--- src/hdl/kil_pkg.sv ---
`default_nettype none
// ----------------------------------------------------------------------------
// kil_pkg
// Shared types and constants of the keyframe interval lookup: widths, register
// indexes, controller states and the controller/datapath command and status
// groups.
// ----------------------------------------------------------------------------
package kil_pkg;

    localparam int MAX_KEYS  = 64;
    localparam int IDX_W     = $clog2(MAX_KEYS);
    localparam int CNT_W     = IDX_W + 1;
    localparam int TIME_W    = 32;
    localparam int FRAC_BITS = 16;
    localparam int FRAC_W    = FRAC_BITS + 1;
    localparam int STEP_W    = 5;
    localparam int CFG_IDX_W = 2;

    localparam logic [CFG_IDX_W-1:0] CFG_DURATION  = 2'd0;
    localparam logic [CFG_IDX_W-1:0] CFG_KEY_COUNT = 2'd1;

    localparam logic KIND_KEY_WRITE = 1'b0;
    localparam logic KIND_QUERY     = 1'b1;

    localparam logic [FRAC_W-1:0] Q16_ONE = 17'h10000;

    typedef enum logic [3:0] {
        ST_IDLE,
        ST_MOD,
        ST_CHECK,
        ST_PROBE,
        ST_COMPARE,
        ST_RD_BEFORE,
        ST_RD_AFTER,
        ST_DIV_SETUP,
        ST_DIV,
        ST_FINISH
    } kil_state_t;

    typedef struct packed {
        logic key_wr;
        logic load;
        logic mod_step;
        logic probe_rd;
        logic probe_cmp;
        logic rd_before;
        logic rd_after;
        logic div_setup;
        logic div_step;
        logic out_load;
    } kil_cmd_t;

    typedef struct packed {
        logic few_keys;
        logic mod_last;
        logic div_last;
        logic span_zero;
        logic pos_past;
        logic pos_zero;
        logic out_free;
    } kil_stat_t;

endpackage
`default_nettype wire

--- src/hdl/kil_ctrl.sv ---
`default_nettype none
// ----------------------------------------------------------------------------
// kil_ctrl
// Controller of the keyframe interval lookup: sequences the modulo, the
// binary search, the bracketing key reads and the fraction division.
// ----------------------------------------------------------------------------
module kil_ctrl (
    input  wire logic               clk,
    input  wire logic               rst_n,
    input  wire logic               in_valid,
    input  wire logic               kind,
    output logic                    in_ready,
    input  wire kil_pkg::kil_stat_t stat,
    output kil_pkg::kil_cmd_t       cmd
);

    kil_pkg::kil_state_t state_reg;
    kil_pkg::kil_state_t state_next;

    always_ff @(posedge clk or negedge rst_n)
    begin
        if (!rst_n)
        begin
            state_reg <= kil_pkg::ST_IDLE;
        end
        else
        begin
            state_reg <= state_next;
        end
    end

    always_comb
    begin
        state_next = state_reg;
        unique case (state_reg)
            kil_pkg::ST_IDLE:
            begin
                if (in_valid && (kind == kil_pkg::KIND_QUERY))
                begin
                    state_next = kil_pkg::ST_MOD;
                end
            end
            kil_pkg::ST_MOD:
            begin
                if (stat.mod_last)
                begin
                    state_next = kil_pkg::ST_CHECK;
                end
            end
            kil_pkg::ST_CHECK:
            begin
                state_next = stat.few_keys ? kil_pkg::ST_FINISH : kil_pkg::ST_PROBE;
            end
            kil_pkg::ST_PROBE:
            begin
                priority if (!stat.span_zero)
                begin
                    state_next = kil_pkg::ST_COMPARE;
                end
                else if (stat.pos_past || stat.pos_zero)
                begin
                    state_next = kil_pkg::ST_FINISH;
                end
                else
                begin
                    state_next = kil_pkg::ST_RD_BEFORE;
                end
            end
            kil_pkg::ST_COMPARE:   state_next = kil_pkg::ST_PROBE;
            kil_pkg::ST_RD_BEFORE: state_next = kil_pkg::ST_RD_AFTER;
            kil_pkg::ST_RD_AFTER:  state_next = kil_pkg::ST_DIV_SETUP;
            kil_pkg::ST_DIV_SETUP: state_next = kil_pkg::ST_DIV;
            kil_pkg::ST_DIV:
            begin
                if (stat.div_last)
                begin
                    state_next = kil_pkg::ST_FINISH;
                end
            end
            kil_pkg::ST_FINISH:
            begin
                if (stat.out_free)
                begin
                    state_next = kil_pkg::ST_IDLE;
                end
            end
            default: state_next = kil_pkg::ST_IDLE;
        endcase
    end

    always_comb
    begin
        cmd      = '0;
        in_ready = 1'b0;
        unique case (state_reg)
            kil_pkg::ST_IDLE:
            begin
                in_ready   = 1'b1;
                cmd.key_wr = in_valid && (kind == kil_pkg::KIND_KEY_WRITE);
                cmd.load   = in_valid && (kind == kil_pkg::KIND_QUERY);
            end
            kil_pkg::ST_MOD:       cmd.mod_step  = 1'b1;
            kil_pkg::ST_CHECK:     cmd           = '0;
            kil_pkg::ST_PROBE:     cmd.probe_rd  = !stat.span_zero;
            kil_pkg::ST_COMPARE:   cmd.probe_cmp = 1'b1;
            kil_pkg::ST_RD_BEFORE: cmd.rd_before = 1'b1;
            kil_pkg::ST_RD_AFTER:  cmd.rd_after  = 1'b1;
            kil_pkg::ST_DIV_SETUP: cmd.div_setup = 1'b1;
            kil_pkg::ST_DIV:       cmd.div_step  = 1'b1;
            kil_pkg::ST_FINISH:    cmd.out_load  = stat.out_free;
            default:               cmd           = '0;
        endcase
    end

endmodule
`default_nettype wire

--- src/hdl/kil_dp.sv ---
`default_nettype none
// ----------------------------------------------------------------------------
// kil_dp
// Datapath of the keyframe interval lookup: configuration registers, key
// table, bit-serial modulo, search registers, bit-serial fraction divider
// and the result register.
// ----------------------------------------------------------------------------
module kil_dp (
    input  wire logic                               clk,
    input  wire logic                               rst_n,
    input  wire kil_pkg::kil_cmd_t                  cmd,
    output kil_pkg::kil_stat_t                      stat,
    input  wire logic                               cfg_we,
    input  wire logic [kil_pkg::CFG_IDX_W-1:0]      cfg_index,
    input  wire logic [kil_pkg::TIME_W-1:0]         cfg_data,
    input  wire logic [kil_pkg::IDX_W-1:0]          key_index,
    input  wire logic [kil_pkg::TIME_W-1:0]         key_time,
    input  wire logic [kil_pkg::TIME_W-1:0]         query_time,
    input  wire logic                               out_ready,
    output logic                                    out_valid,
    output logic                                    found,
    output logic [kil_pkg::IDX_W-1:0]               frame_before,
    output logic [kil_pkg::IDX_W-1:0]               frame_after,
    output logic [kil_pkg::FRAC_W-1:0]              fraction
);

    localparam int TW = kil_pkg::TIME_W;
    localparam int CW = kil_pkg::CNT_W;
    localparam int AW = kil_pkg::IDX_W;
    localparam int FB = kil_pkg::FRAC_BITS;
    localparam int SW = kil_pkg::STEP_W;

    logic [TW-1:0] duration_reg;
    logic [CW-1:0] key_count_reg;

    logic [TW-1:0] key_mem [kil_pkg::MAX_KEYS];
    logic [TW-1:0] rd_data_reg;
    logic          rd_en;
    logic [AW-1:0] rd_addr;

    logic [CW-1:0] n_reg;
    logic [CW-1:0] n_sat;
    logic [SW-1:0] step_reg;
    logic [TW:0]   modulus;
    logic [TW:0]   rem_reg;
    logic [TW-1:0] dividend_reg;
    logic [TW+1:0] mod_trial;

    logic [CW-1:0] base_reg;
    logic [CW-1:0] span_reg;
    logic [CW-1:0] half;
    logic [CW-1:0] probe;
    logic [CW-1:0] base_dec;

    logic [TW-1:0] kb_reg;
    logic [TW-1:0] num;
    logic [TW-1:0] den;
    logic [TW-1:0] den_reg;
    logic [TW-1:0] drem_reg;
    logic [TW:0]   div_trial;
    logic [FB-1:0] quo_reg;
    logic          sat_reg;

    logic          out_valid_reg;
    logic          found_reg;
    logic [AW-1:0] before_reg;
    logic [AW-1:0] after_reg;
    logic [kil_pkg::FRAC_W-1:0] frac_reg;
    logic [CW-1:0] n_less1;
    logic [CW-1:0] n_less2;

    // configuration
    always_ff @(posedge clk or negedge rst_n)
    begin
        if (!rst_n)
        begin
            duration_reg  <= '0;
            key_count_reg <= '0;
        end
        else if (cfg_we)
        begin
            if (cfg_index == kil_pkg::CFG_DURATION)
            begin
                duration_reg <= cfg_data;
            end
            else if (cfg_index == kil_pkg::CFG_KEY_COUNT)
            begin
                key_count_reg <= cfg_data[CW-1:0];
            end
        end
    end

    assign n_sat = (key_count_reg > CW'(kil_pkg::MAX_KEYS)) ?
                   CW'(kil_pkg::MAX_KEYS) : key_count_reg;

    // key table, one write and one registered read port
    assign half     = {1'b0, span_reg[CW-1:1]};
    assign probe    = base_reg + half;
    assign base_dec = base_reg - CW'(1);
    assign rd_en    = cmd.probe_rd || cmd.rd_before || cmd.rd_after;

    always_comb
    begin
        priority if (cmd.rd_before)
        begin
            rd_addr = base_dec[AW-1:0];
        end
        else if (cmd.rd_after)
        begin
            rd_addr = base_reg[AW-1:0];
        end
        else
        begin
            rd_addr = probe[AW-1:0];
        end
    end

    always_ff @(posedge clk)
    begin
        if (cmd.key_wr)
        begin
            key_mem[key_index] <= key_time;
        end
        if (rd_en)
        begin
            rd_data_reg <= key_mem[rd_addr];
        end
    end

    // restoring modulo, one quotient bit per cycle
    assign modulus   = {1'b0, duration_reg} + (TW+1)'(1);
    assign mod_trial = {rem_reg, dividend_reg[TW-1]};

    // fraction division, one bit per cycle
    assign num       = rem_reg[TW-1:0] - kb_reg;
    assign den       = rd_data_reg - kb_reg;
    assign div_trial = {drem_reg, 1'b0};

    always_ff @(posedge clk or negedge rst_n)
    begin
        if (!rst_n)
        begin
            step_reg <= '0;
            n_reg    <= '0;
            base_reg <= '0;
            span_reg <= '0;
        end
        else
        begin
            if (cmd.load)
            begin
                step_reg <= '0;
                n_reg    <= n_sat;
                base_reg <= '0;
                span_reg <= n_sat;
            end
            else if (cmd.div_setup)
            begin
                step_reg <= '0;
            end
            else if (cmd.mod_step || cmd.div_step)
            begin
                step_reg <= step_reg + SW'(1);
            end

            if (cmd.probe_cmp)
            begin
                if (rd_data_reg < rem_reg[TW-1:0])
                begin
                    base_reg <= probe + CW'(1);
                    span_reg <= span_reg - half - CW'(1);
                end
                else
                begin
                    span_reg <= half;
                end
            end
        end
    end

    always_ff @(posedge clk)
    begin
        if (cmd.load)
        begin
            rem_reg      <= '0;
            dividend_reg <= query_time;
        end
        else if (cmd.mod_step)
        begin
            dividend_reg <= {dividend_reg[TW-2:0], 1'b0};
            if (mod_trial >= {1'b0, modulus})
            begin
                rem_reg <= (TW+1)'(mod_trial - {1'b0, modulus});
            end
            else
            begin
                rem_reg <= mod_trial[TW:0];
            end
        end

        if (cmd.rd_after)
        begin
            kb_reg <= rd_data_reg;
        end

        if (cmd.div_setup)
        begin
            drem_reg <= num;
            den_reg  <= den;
            sat_reg  <= (num >= den);
            quo_reg  <= '0;
        end
        else if (cmd.div_step)
        begin
            if (div_trial >= {1'b0, den_reg})
            begin
                drem_reg <= TW'(div_trial - {1'b0, den_reg});
                quo_reg  <= {quo_reg[FB-2:0], 1'b1};
            end
            else
            begin
                drem_reg <= div_trial[TW-1:0];
                quo_reg  <= {quo_reg[FB-2:0], 1'b0};
            end
        end
    end

    // result register
    assign n_less1 = n_reg - CW'(1);
    assign n_less2 = n_reg - CW'(2);

    always_ff @(posedge clk or negedge rst_n)
    begin
        if (!rst_n)
        begin
            out_valid_reg <= 1'b0;
        end
        else if (cmd.out_load)
        begin
            out_valid_reg <= 1'b1;
        end
        else if (out_ready)
        begin
            out_valid_reg <= 1'b0;
        end
    end

    always_ff @(posedge clk)
    begin
        if (cmd.out_load)
        begin
            found_reg <= (n_reg != '0);
            priority if (stat.few_keys || stat.pos_zero)
            begin
                before_reg <= '0;
                after_reg  <= '0;
                frac_reg   <= '0;
            end
            else if (stat.pos_past)
            begin
                before_reg <= n_less2[AW-1:0];
                after_reg  <= n_less1[AW-1:0];
                frac_reg   <= kil_pkg::Q16_ONE;
            end
            else
            begin
                before_reg <= base_dec[AW-1:0];
                after_reg  <= base_reg[AW-1:0];
                frac_reg   <= sat_reg ? kil_pkg::Q16_ONE : {1'b0, quo_reg};
            end
        end
    end

    assign stat.few_keys  = (n_reg < CW'(2));
    assign stat.mod_last  = (step_reg == SW'(TW - 1));
    assign stat.div_last  = (step_reg == SW'(FB - 1));
    assign stat.span_zero = (span_reg == '0);
    assign stat.pos_past  = (base_reg >= n_reg);
    assign stat.pos_zero  = (base_reg == '0);
    assign stat.out_free  = !out_valid_reg || out_ready;

    assign out_valid    = out_valid_reg;
    assign found        = found_reg;
    assign frame_before = before_reg;
    assign frame_after  = after_reg;
    assign fraction     = frac_reg;

endmodule
`default_nettype wire

--- src/hdl/keyframe_interval_lookup.sv ---
`default_nettype none
// ----------------------------------------------------------------------------
// keyframe_interval_lookup
// Key time table with a binary search for the keys that bracket a wrapped
// query time and the Q16 interpolation fraction between them.
// ----------------------------------------------------------------------------
// key write: no result; in_ready stays high, so a query can be taken in the next cycle
// query: one query at a time; the time from transfer to result is set by
// the 32-step bit-serial modulo, a search step of ST_PROBE and ST_COMPARE on the
// single table read port, and the 16-step bit-serial fraction divider
// reset clears duration and key_count; table contents are undefined until written
module keyframe_interval_lookup (
    input  wire logic                          clk,
    input  wire logic                          rst_n,
    input  wire logic                          cfg_valid,
    output logic                               cfg_ready,
    input  wire logic [kil_pkg::CFG_IDX_W-1:0] cfg_index,
    input  wire logic [kil_pkg::TIME_W-1:0]    cfg_data,
    input  wire logic                          in_valid,
    output logic                               in_ready,
    input  wire logic                          kind,
    input  wire logic [kil_pkg::IDX_W-1:0]     key_index,
    input  wire logic [kil_pkg::TIME_W-1:0]    key_time,
    input  wire logic [kil_pkg::TIME_W-1:0]    query_time,
    output logic                               out_valid,
    input  wire logic                          out_ready,
    output logic                               found,
    output logic [kil_pkg::IDX_W-1:0]          frame_before,
    output logic [kil_pkg::IDX_W-1:0]          frame_after,
    output logic [kil_pkg::FRAC_W-1:0]         fraction
);

    kil_pkg::kil_cmd_t  cmd;
    kil_pkg::kil_stat_t stat;

    assign cfg_ready = 1'b1;

    kil_ctrl u_ctrl (
        .clk      (clk),
        .rst_n    (rst_n),
        .in_valid (in_valid),
        .kind     (kind),
        .in_ready (in_ready),
        .stat     (stat),
        .cmd      (cmd)
    );

    kil_dp u_dp (
        .clk          (clk),
        .rst_n        (rst_n),
        .cmd          (cmd),
        .stat         (stat),
        .cfg_we       (cfg_valid && cfg_ready),
        .cfg_index    (cfg_index),
        .cfg_data     (cfg_data),
        .key_index    (key_index),
        .key_time     (key_time),
        .query_time   (query_time),
        .out_ready    (out_ready),
        .out_valid    (out_valid),
        .found        (found),
        .frame_before (frame_before),
        .frame_after  (frame_after),
        .fraction     (fraction)
    );

endmodule
`default_nettype wire
--- config.mk ---
export PLATFORM = sky130hd
export DESIGN_NAME = keyframe_interval_lookup
export DESIGN_NICKNAME = d
export VERILOG_FILES = /design/src/hdl/kil_pkg.sv /design/src/hdl/kil_ctrl.sv /design/src/hdl/kil_dp.sv /design/src/hdl/keyframe_interval_lookup.sv
export SDC_FILE = /design/constraint.sdc
export NUM_CORES = 2
export LEC_CHECK = 0
export BUFFER_PORTS_ARGS = -buffer_cell sky130_fd_sc_hd__buf_2
export CAP_MARGIN = 20
export CORE_ASPECT_RATIO = 0.5
export CORE_UTILIZATION = 45
export DETAILED_ROUTE_END_ITERATION = 7
export GPL_TIMING_DRIVEN = 0
export PLACE_DENSITY = 0.61
export REMOVE_ABC_BUFFERS = 1
export SLEW_MARGIN = 20
export SYNTH_ARGS = -nofsm -noshare
export SYNTH_HDL_FRONTEND = slang
export SYNTH_SLANG_ARGS = --single-unit
export TNS_END_PERCENT = 10
--- constraint.sdc ---
create_clock -name clk -period 8.1 [get_ports clk]
set_input_delay 0 -clock clk [delete_from_list [all_inputs] [get_ports clk]]
set_output_delay 0 -clock clk [all_outputs]
set_load 0.01 [all_outputs]
Word level (Yosys, flattened, before mapping)
Memory sizes are Yosys's and may differ from the RTL's. A register that Yosys moved wholly into a read port is not among the register bits.
Cells that the tools add are included.
W data, S select, Z words.
{"block": "word_totals", "reg_bits": 278, "elab_cells": 128, "memories": 1, "inputBits": 110, "ram_bits": 2048}
{"memory": "u_dp.key_mem", "depth": 64, "width": 32, "rd": 1, "rd_clocked_by_memory_dff": 1, "write_ports": 1, "line": "kil_dp.sv:36", "rtl": "logic [TW-1:0] key_mem [kil_pkg::MAX_KEYS];"}
{"block": "classes", "bitwise": 2, "add_sub_neg": 13, "magnitude_cmp": 7, "n_eq_ne": 16, "n_reduce_logical": 24, "n_mux": 45}
{"operator": "$mux W32", "count": 5}
{"operator": "$sub A32 B32 Y32", "count": 3}
{"operator": "$mux W7", "count": 7}
{"operator": "$pmux W4 S10", "count": 1}
{"operator": "$ge A34 B33 Y1", "count": 1}
{"operator": "$mux W17", "count": 2}
{"operator": "$add A32 B1 Y33 const B", "count": 1}
{"operator": "$ge A33 B32 Y1", "count": 1}
{"operator": "$mux W33", "count": 1}
{"operator": "$sub A33 B33 Y33", "count": 1}
{"operator": "$ge A32 B32 Y1", "count": 1}
{"operator": "$lt A32 B32 Y1", "count": 1}
{"operator": "$mux W4", "count": 7}
{"operator": "$mux W6", "count": 4}
{"operator": "$eq A4 B3 Y1 const B", "count": 4}
{"operator": "$mux W5", "count": 3}
{"operator": "$logic_not A7 Y1", "count": 2}
{"operator": "$mux W1", "count": 14}
{"operator": "$sub A6 B1 Y6 const B", "count": 2}
{"operator": "$eq A4 B2 Y1 const B", "count": 2}
{"operator": "$eq A4 B4 Y1 const B", "count": 2}
{"operator": "$reduce_bool A2 Y1", "count": 4}
{"operator": "$add A7 B1 Y7 const B", "count": 1}
{"operator": "$add A7 B6 Y7", "count": 1}
{"operator": "26 further kinds", "count": 36}

Longest topological paths before layout
{"block": "depth", "word_depth": 6, "mapped_depth": 24}

By module
Synthesis repeated with hierarchy kept, for this count alone.
{"block": "hier_totals", "cells_unflattened": 5712, "area_unflattened_um2": 101512.4}
{"module": "kil_dp", "cells_per_inst": 5660, "area_each_um2": 101092.0, "n_inst": 1}
{"module": "kil_ctrl", "cells_per_inst": 50, "area_each_um2": 409.1, "n_inst": 1}
{"module": "keyframe_interval_lookup", "cells_per_inst": 2, "area_each_um2": 11.3, "n_inst": 1}

Worst setup path after synthesis
Ideal clock, no wire load.
{"block": "synth_path", "kind": "flip-flop to flip-flop", "start": "register u_dp.duration_reg[0]", "end": "register u_dp.rem_reg[7]", "synth_period_minus_slack_ns": 4.042, "arrival_ns": 3.864, "setup_slack_ns": 4.058, "setup_time_ns": 0.178, "t_required_ns": 7.922, "path_stages_with_launch": 20, "cell_sequence": "dfrtp_1 ha_1 nand2_1 nor3_1 and3_1 inv_1 nor3_1 nand2_1 xor2_1 ha_1 buf_2 nand4_1 nor3_1 or3b_2 a21o_1 a31oi_4 buf_2 nor2_1 a21oi_1 o22ai_1"}
{"block": "synth_via", "elab_chain_cells": 3}
{"element": "start: declaration", "line": "kil_dp.sv:33", "rtl": "logic [TW-1:0] duration_reg;"}
{"element": "start signal: assignment", "line": "kil_dp.sv:84", "rtl": "duration_reg <= cfg_data;"}
{"element": "$add A32 B1 Y33 *", "line": "kil_dp.sv:131", "rtl": "assign modulus = {1'b0, duration_reg} + (TW+1)'(1);"}
{"element": "$sub A33 B33 Y33 / $ge A34 B33 Y1 (equally long branches)", "line": "kil_dp.sv:193, kil_dp.sv:191"}
{"element": "$mux W33 *", "line": "kil_dp.sv:191", "rtl": "if (mod_trial >= {1'b0, modulus})"}
{"element": "end signal: assignment", "line": "kil_dp.sv:193", "rtl": "rem_reg <= (TW+1)'(mod_trial - {1'b0, modulus});"}
{"element": "end signal: assignment", "line": "kil_dp.sv:197", "rtl": "rem_reg <= mod_trial[TW:0];"}
{"element": "end: declaration", "line": "kil_dp.sv:45", "rtl": "logic [TW:0] rem_reg;"}
Mark *: on every way between the ends. The rest lies on a longest branch, timed or not.
A chain may end at the register's enable or synchronous reset.

Final worst setup path
{"block": "layout_path", "start": "register u_ctrl.state_reg[3]", "end": "register u_dp.rd_data_reg[3], read port of u_dp.key_mem, data pin"}
{"block": "layout_via", "elab_chain_cells": 4}
{"element": "start: declaration", "line": "kil_ctrl.sv:17", "rtl": "kil_pkg::kil_state_t state_reg;"}
{"element": "start signal: assignment", "line": "kil_ctrl.sv:24", "rtl": "state_reg <= kil_pkg::ST_IDLE;"}
{"element": "start signal: assignment", "line": "kil_ctrl.sv:28", "rtl": "state_reg <= state_next;"}
{"element": "$eq A4 B3 Y1 / $eq A4 B2 Y1 (equally long branches)", "line": "kil_ctrl.sv:95", "rtl": "unique case (state_reg)"}
{"element": "$mux W1", "line": "kil_ctrl.sv:95"}
{"element": "$mux W6 / $logic_or A1 B1 Y1 (equally long branches)", "line": "kil_dp.sv:108, kil_dp.sv:100"}
{"element": "$mux W6 / $logic_or A1 B1 Y1 (equally long branches)", "line": "kil_dp.sv:104, kil_dp.sv:100"}
{"element": "end: declaration", "line": "kil_dp.sv:37", "rtl": "logic [TW-1:0] rd_data_reg;"}
Several ways; a longest one is shown, not always the timed one.

==> qor.yml <==
outcome:
  outcome: "completed"
timing:
  setup_viol: 0
  max_freq_ghz: 0.1568
  drv_slew: 0
  rsz0062_at_grt: "false"
  slew_headroom_pct: 17.70
  layout_min_cycle_time_ns: 6.376
  tightestPinTransition_ns: 1.235
  finClkSkew_ns: 0.1052
  timing.final.crit_share_pct: 78.71
  finalHoldViolCount: 0
global_routing:
  grt_max_degree: 65
  grt_pass1_vias: 57461
  gr-total-overflow: 0
  antenna_found_initial: 18
  grt_pass1_wl_um: 380200
  grt_use_total_pct: 23.10
floorplanning:
  fp.dieW_um: 668.5
  rows: 121
  core_um2: 219200
  die_h_um: 335.3
  ios: 143
  initial_core_util_pct: 45.60
  die_area_um2: 224100
yosys:
  synth-seq-cells: 2358
  synth-edff-count: 2239
  synthXorXnorAreaFrac_pct: 1.498
  yosysTopAreaCell: "edfxtp_1"
  synthMuxAreaShare_pct: 12.20
  async_flop_share_pct: 2.969
  synthAdderAreaFrac_pct: 2.899
  synth_cell_types: 84
  yosysWarnings: 0
  synth_top_area_share_pct: 67.26
  synthesis.area_um2: 99960
  synth.area.top_cells: "edfxtp_1 (67%), mux4_2 (12%), nand2_1 (3.0%)"
  synth-main-ff-cell: "edfxtp_1"
  yosysMostFrequentCell: "edfxtp_1"
  synth_area_per_cell_um2: 16.56
  synth_compound_area_share_pct: 4.867
  synth_top_family_by_area: "multiplexers"
  netlist_instances: 6037
  synth_seq_area_share_pct: 69.99
  yosys.area_share.simple_pct: 6.465
  netlist_top_cells_count: "edfxtp_1 (2,239), nand2_1 (791), mux4_2 (512)"
power_and_ir_drop:
  leakagePower_nw: 40.72
  ir_drop_uv: 471.9
  pwr_density_cell_nw_per_um2: 438.5
cells_and_area:
  nets: 6943
  largest_reg_flops: 2048
  drive_gt1_share_pct: 20.41
  fillers: 16878
  multi_input_area_um2: 28580
  fin_cells: 9726
  ff_latch_area_um2: 69970
  post-route-util_pct: 54.26
  syn_to_final_growth_pct: 19.00
worst_setup_path:
  arrival_ns: 6.79
  worst_setup_path_start_kind: "flip-flop"
  r2r_cells: 17
  cp-end-kind: "flip-flop"
  r2r_start: "u_ctrl.state_reg[3]$_DFFE_PN0P_"
  critPathKind: "flip-flop to flip-flop"
  crit_required_ns: 8.52
  worst-path-max-fanout: 19
  r2r_setup_slack_ns: 1.72
  r2r-end: "u_dp.rd_data_reg[3]$_DFFE_PP_"
min_path:
  hold-path-endpoint: "u_dp.key_count_reg[3]$_DFFE_PN0P_"
  hold_path_class: "primary input to flip-flop"
  hold_depth: 3
  hp-start: "cfg_index[0]"
clocking:
  clockBufferDepth: 4
  cts.htree.levels: 4
  cts-root-buf: "clkbuf_16"
  clock_latency_ns: 0.89
  cts_tree: "done"
  numClockSinks: 2358
  path_clk_slew_ns: 0.06
  cts_setup_buffers: 0
  numCtsBuffers: 214
placement:
  port_buffers: 141
  routabilityCongestion: 0.8965
  dp_cells: 9126
  place_hpwl_um: 174600
detailed_routing:
  drt_pass1_iterations: 6
  final_antenna_net_count: 0
  drtIter0Drc: 5927
  detail_route.wl_per_cell_um: 26.78
  num_vias: 56951
  drc_errors: 0
  routed_wl_um: 260500
  viasPerCell: 5.856
run:
  drv_cap: 0
layer usage:
| metal | share of wire, % | global-route usage (%) |
|---|---|---|
| met1 | 42 | 32.59 |
| met5 | 0 | 0 |
| met2 | 47 | 36.93 |
| met3 | 8.0 | 4.170 |
| met4 | 3.2 | 6.849 |
worst max-delay path by stage:
| stage | start | to | slack [ns] | cells after the start |
|---|---|---|---|---|
| floorplan | u_ctrl.state_reg[3]$_DFFE_PN0P_ | u_dp.rd_data_reg[30]$_DFFE_PP_ | -42.77 | 9 |
| global placement | u_ctrl.state_reg[2]$_DFFE_PN0P_ | u_dp.rd_data_reg[19]$_DFFE_PP_ | -67.40 | 9 |
| detailed placement | u_ctrl.state_reg[2]$_DFFE_PN0P_ | u_dp.rd_data_reg[5]$_DFFE_PP_ | 2.11 | 18 |
| CTS | u_ctrl.state_reg[2]$_DFFE_PN0P_ | u_dp.rd_data_reg[5]$_DFFE_PP_ | 2.06 | 18 |
| global route | u_ctrl.state_reg[2]$_DFFE_PN0P_ | u_dp.rd_data_reg[3]$_DFFE_PP_ | 1.51 | 18 |
| finish | u_ctrl.state_reg[3]$_DFFE_PN0P_ | u_dp.rd_data_reg[3]$_DFFE_PP_ | 1.72 | 17 |
repair_timing:
action	CTS	global route
gates resized for setup	0	0
hold buffers	212	1
endpoints found under the hold margin	2152	18
metrics by stage:
| stage | area, um2 | hold slack (ns) | TNS, ns | total power, mW | setup slack, ns |
|---|---|---|---|---|---|
| after CTS | 118800 | 0.001564 | 0 | 52.29 | 2.059 |
| after global placement | 103000 | 0.2330 | -2134.39 | 29.93 | -67.40 |
| after detailed placement | 110200 | -0.08596 | 0 | 42.38 | 2.106 |
| after global routing | 119000 | 0.03585 | 0 | 54.79 | 1.507 |
| final | 119000 | 0.03035 | 0 | 52.16 | 1.724 |
| after floorplan | 98560 | -0.2956 | -1366.87 | 27.25 | -42.77 |
cells in the final DEF (no fill, tap or decap), drive strengths merged, types with 39 or more instances in the layout:
| cell type | n |
|---|---|
| dfxtp | 49 |
| clkbuf | 267 |
| nand4 | 68 |
| nand2 | 791 |
| mux4 | 512 |
| mux2 | 44 |
| nand3 | 175 |
| a221oi | 39 |
| buf | 420 |
| dlygate4sd3 | 212 |
| a21o | 94 |
| clkinv | 90 |
| dfrtp | 70 |
| inv | 182 |
| a21oi | 324 |
| xor2 | 75 |
| nor2 | 235 |
| edfxtp | 2239 |
| nor2b | 39 |
| ha | 222 |
| xnor2 | 96 |
| o21ai | 107 |
critical path, cell delays in order, from the launching register on:
cell and delay (ns):
dfrtp_1 0.63, nand2b_1 0.60, nor2_1 0.16, a22o_1 0.26, a21oi_4 0.64, buf_16 0.23
buf_16 0.17, buf_16 0.19, buf_16 0.19, buf_16 0.18, buf_16 0.17, buf_16 0.17
buf_16 0.18, mux4_2 0.20, nand2_1 0.05, nand3_1 0.11, nand4_1 0.56, a221oi_1 1.18
cell families after synthesis:
| kind of cell | after synthesis |
|---|---|
| xor gates and xnor gates | 171 |
| adders and majority gates | 228 |
| muxes | 573 |
| AOI/OAI and AO/OA | 772 |
| DFF | 2358 |
| other | 1 |
| buffers and inverters | 459 |
| and+or+nand+nor | 1475 |
where the power goes:
group,leakage [nW],internal [mW],switching [mW]
registers,21.4,14.2,0.482
clock network,3.19,5.30,4.44
logic,16.1,12.5,15.3
total,40.7,32.0,20.2
layout make-up:
| cell class | count | area share [%] |
|---|---|---|
| well taps | 2952 | 3.105 |
| diodes | 7 | 0.01473 |
| repair buffers | 633 | 8.002 |
| multi-input cells | 3220 | 24.03 |
| inverters | 178 | 0.5638 |
| flip-flops and latches | 2358 | 58.82 |
| clock inverters | 112 | 0.6637 |
| clock buffers | 266 | 4.807 |
No activity file was read; power rests on OpenSTA's default activity.
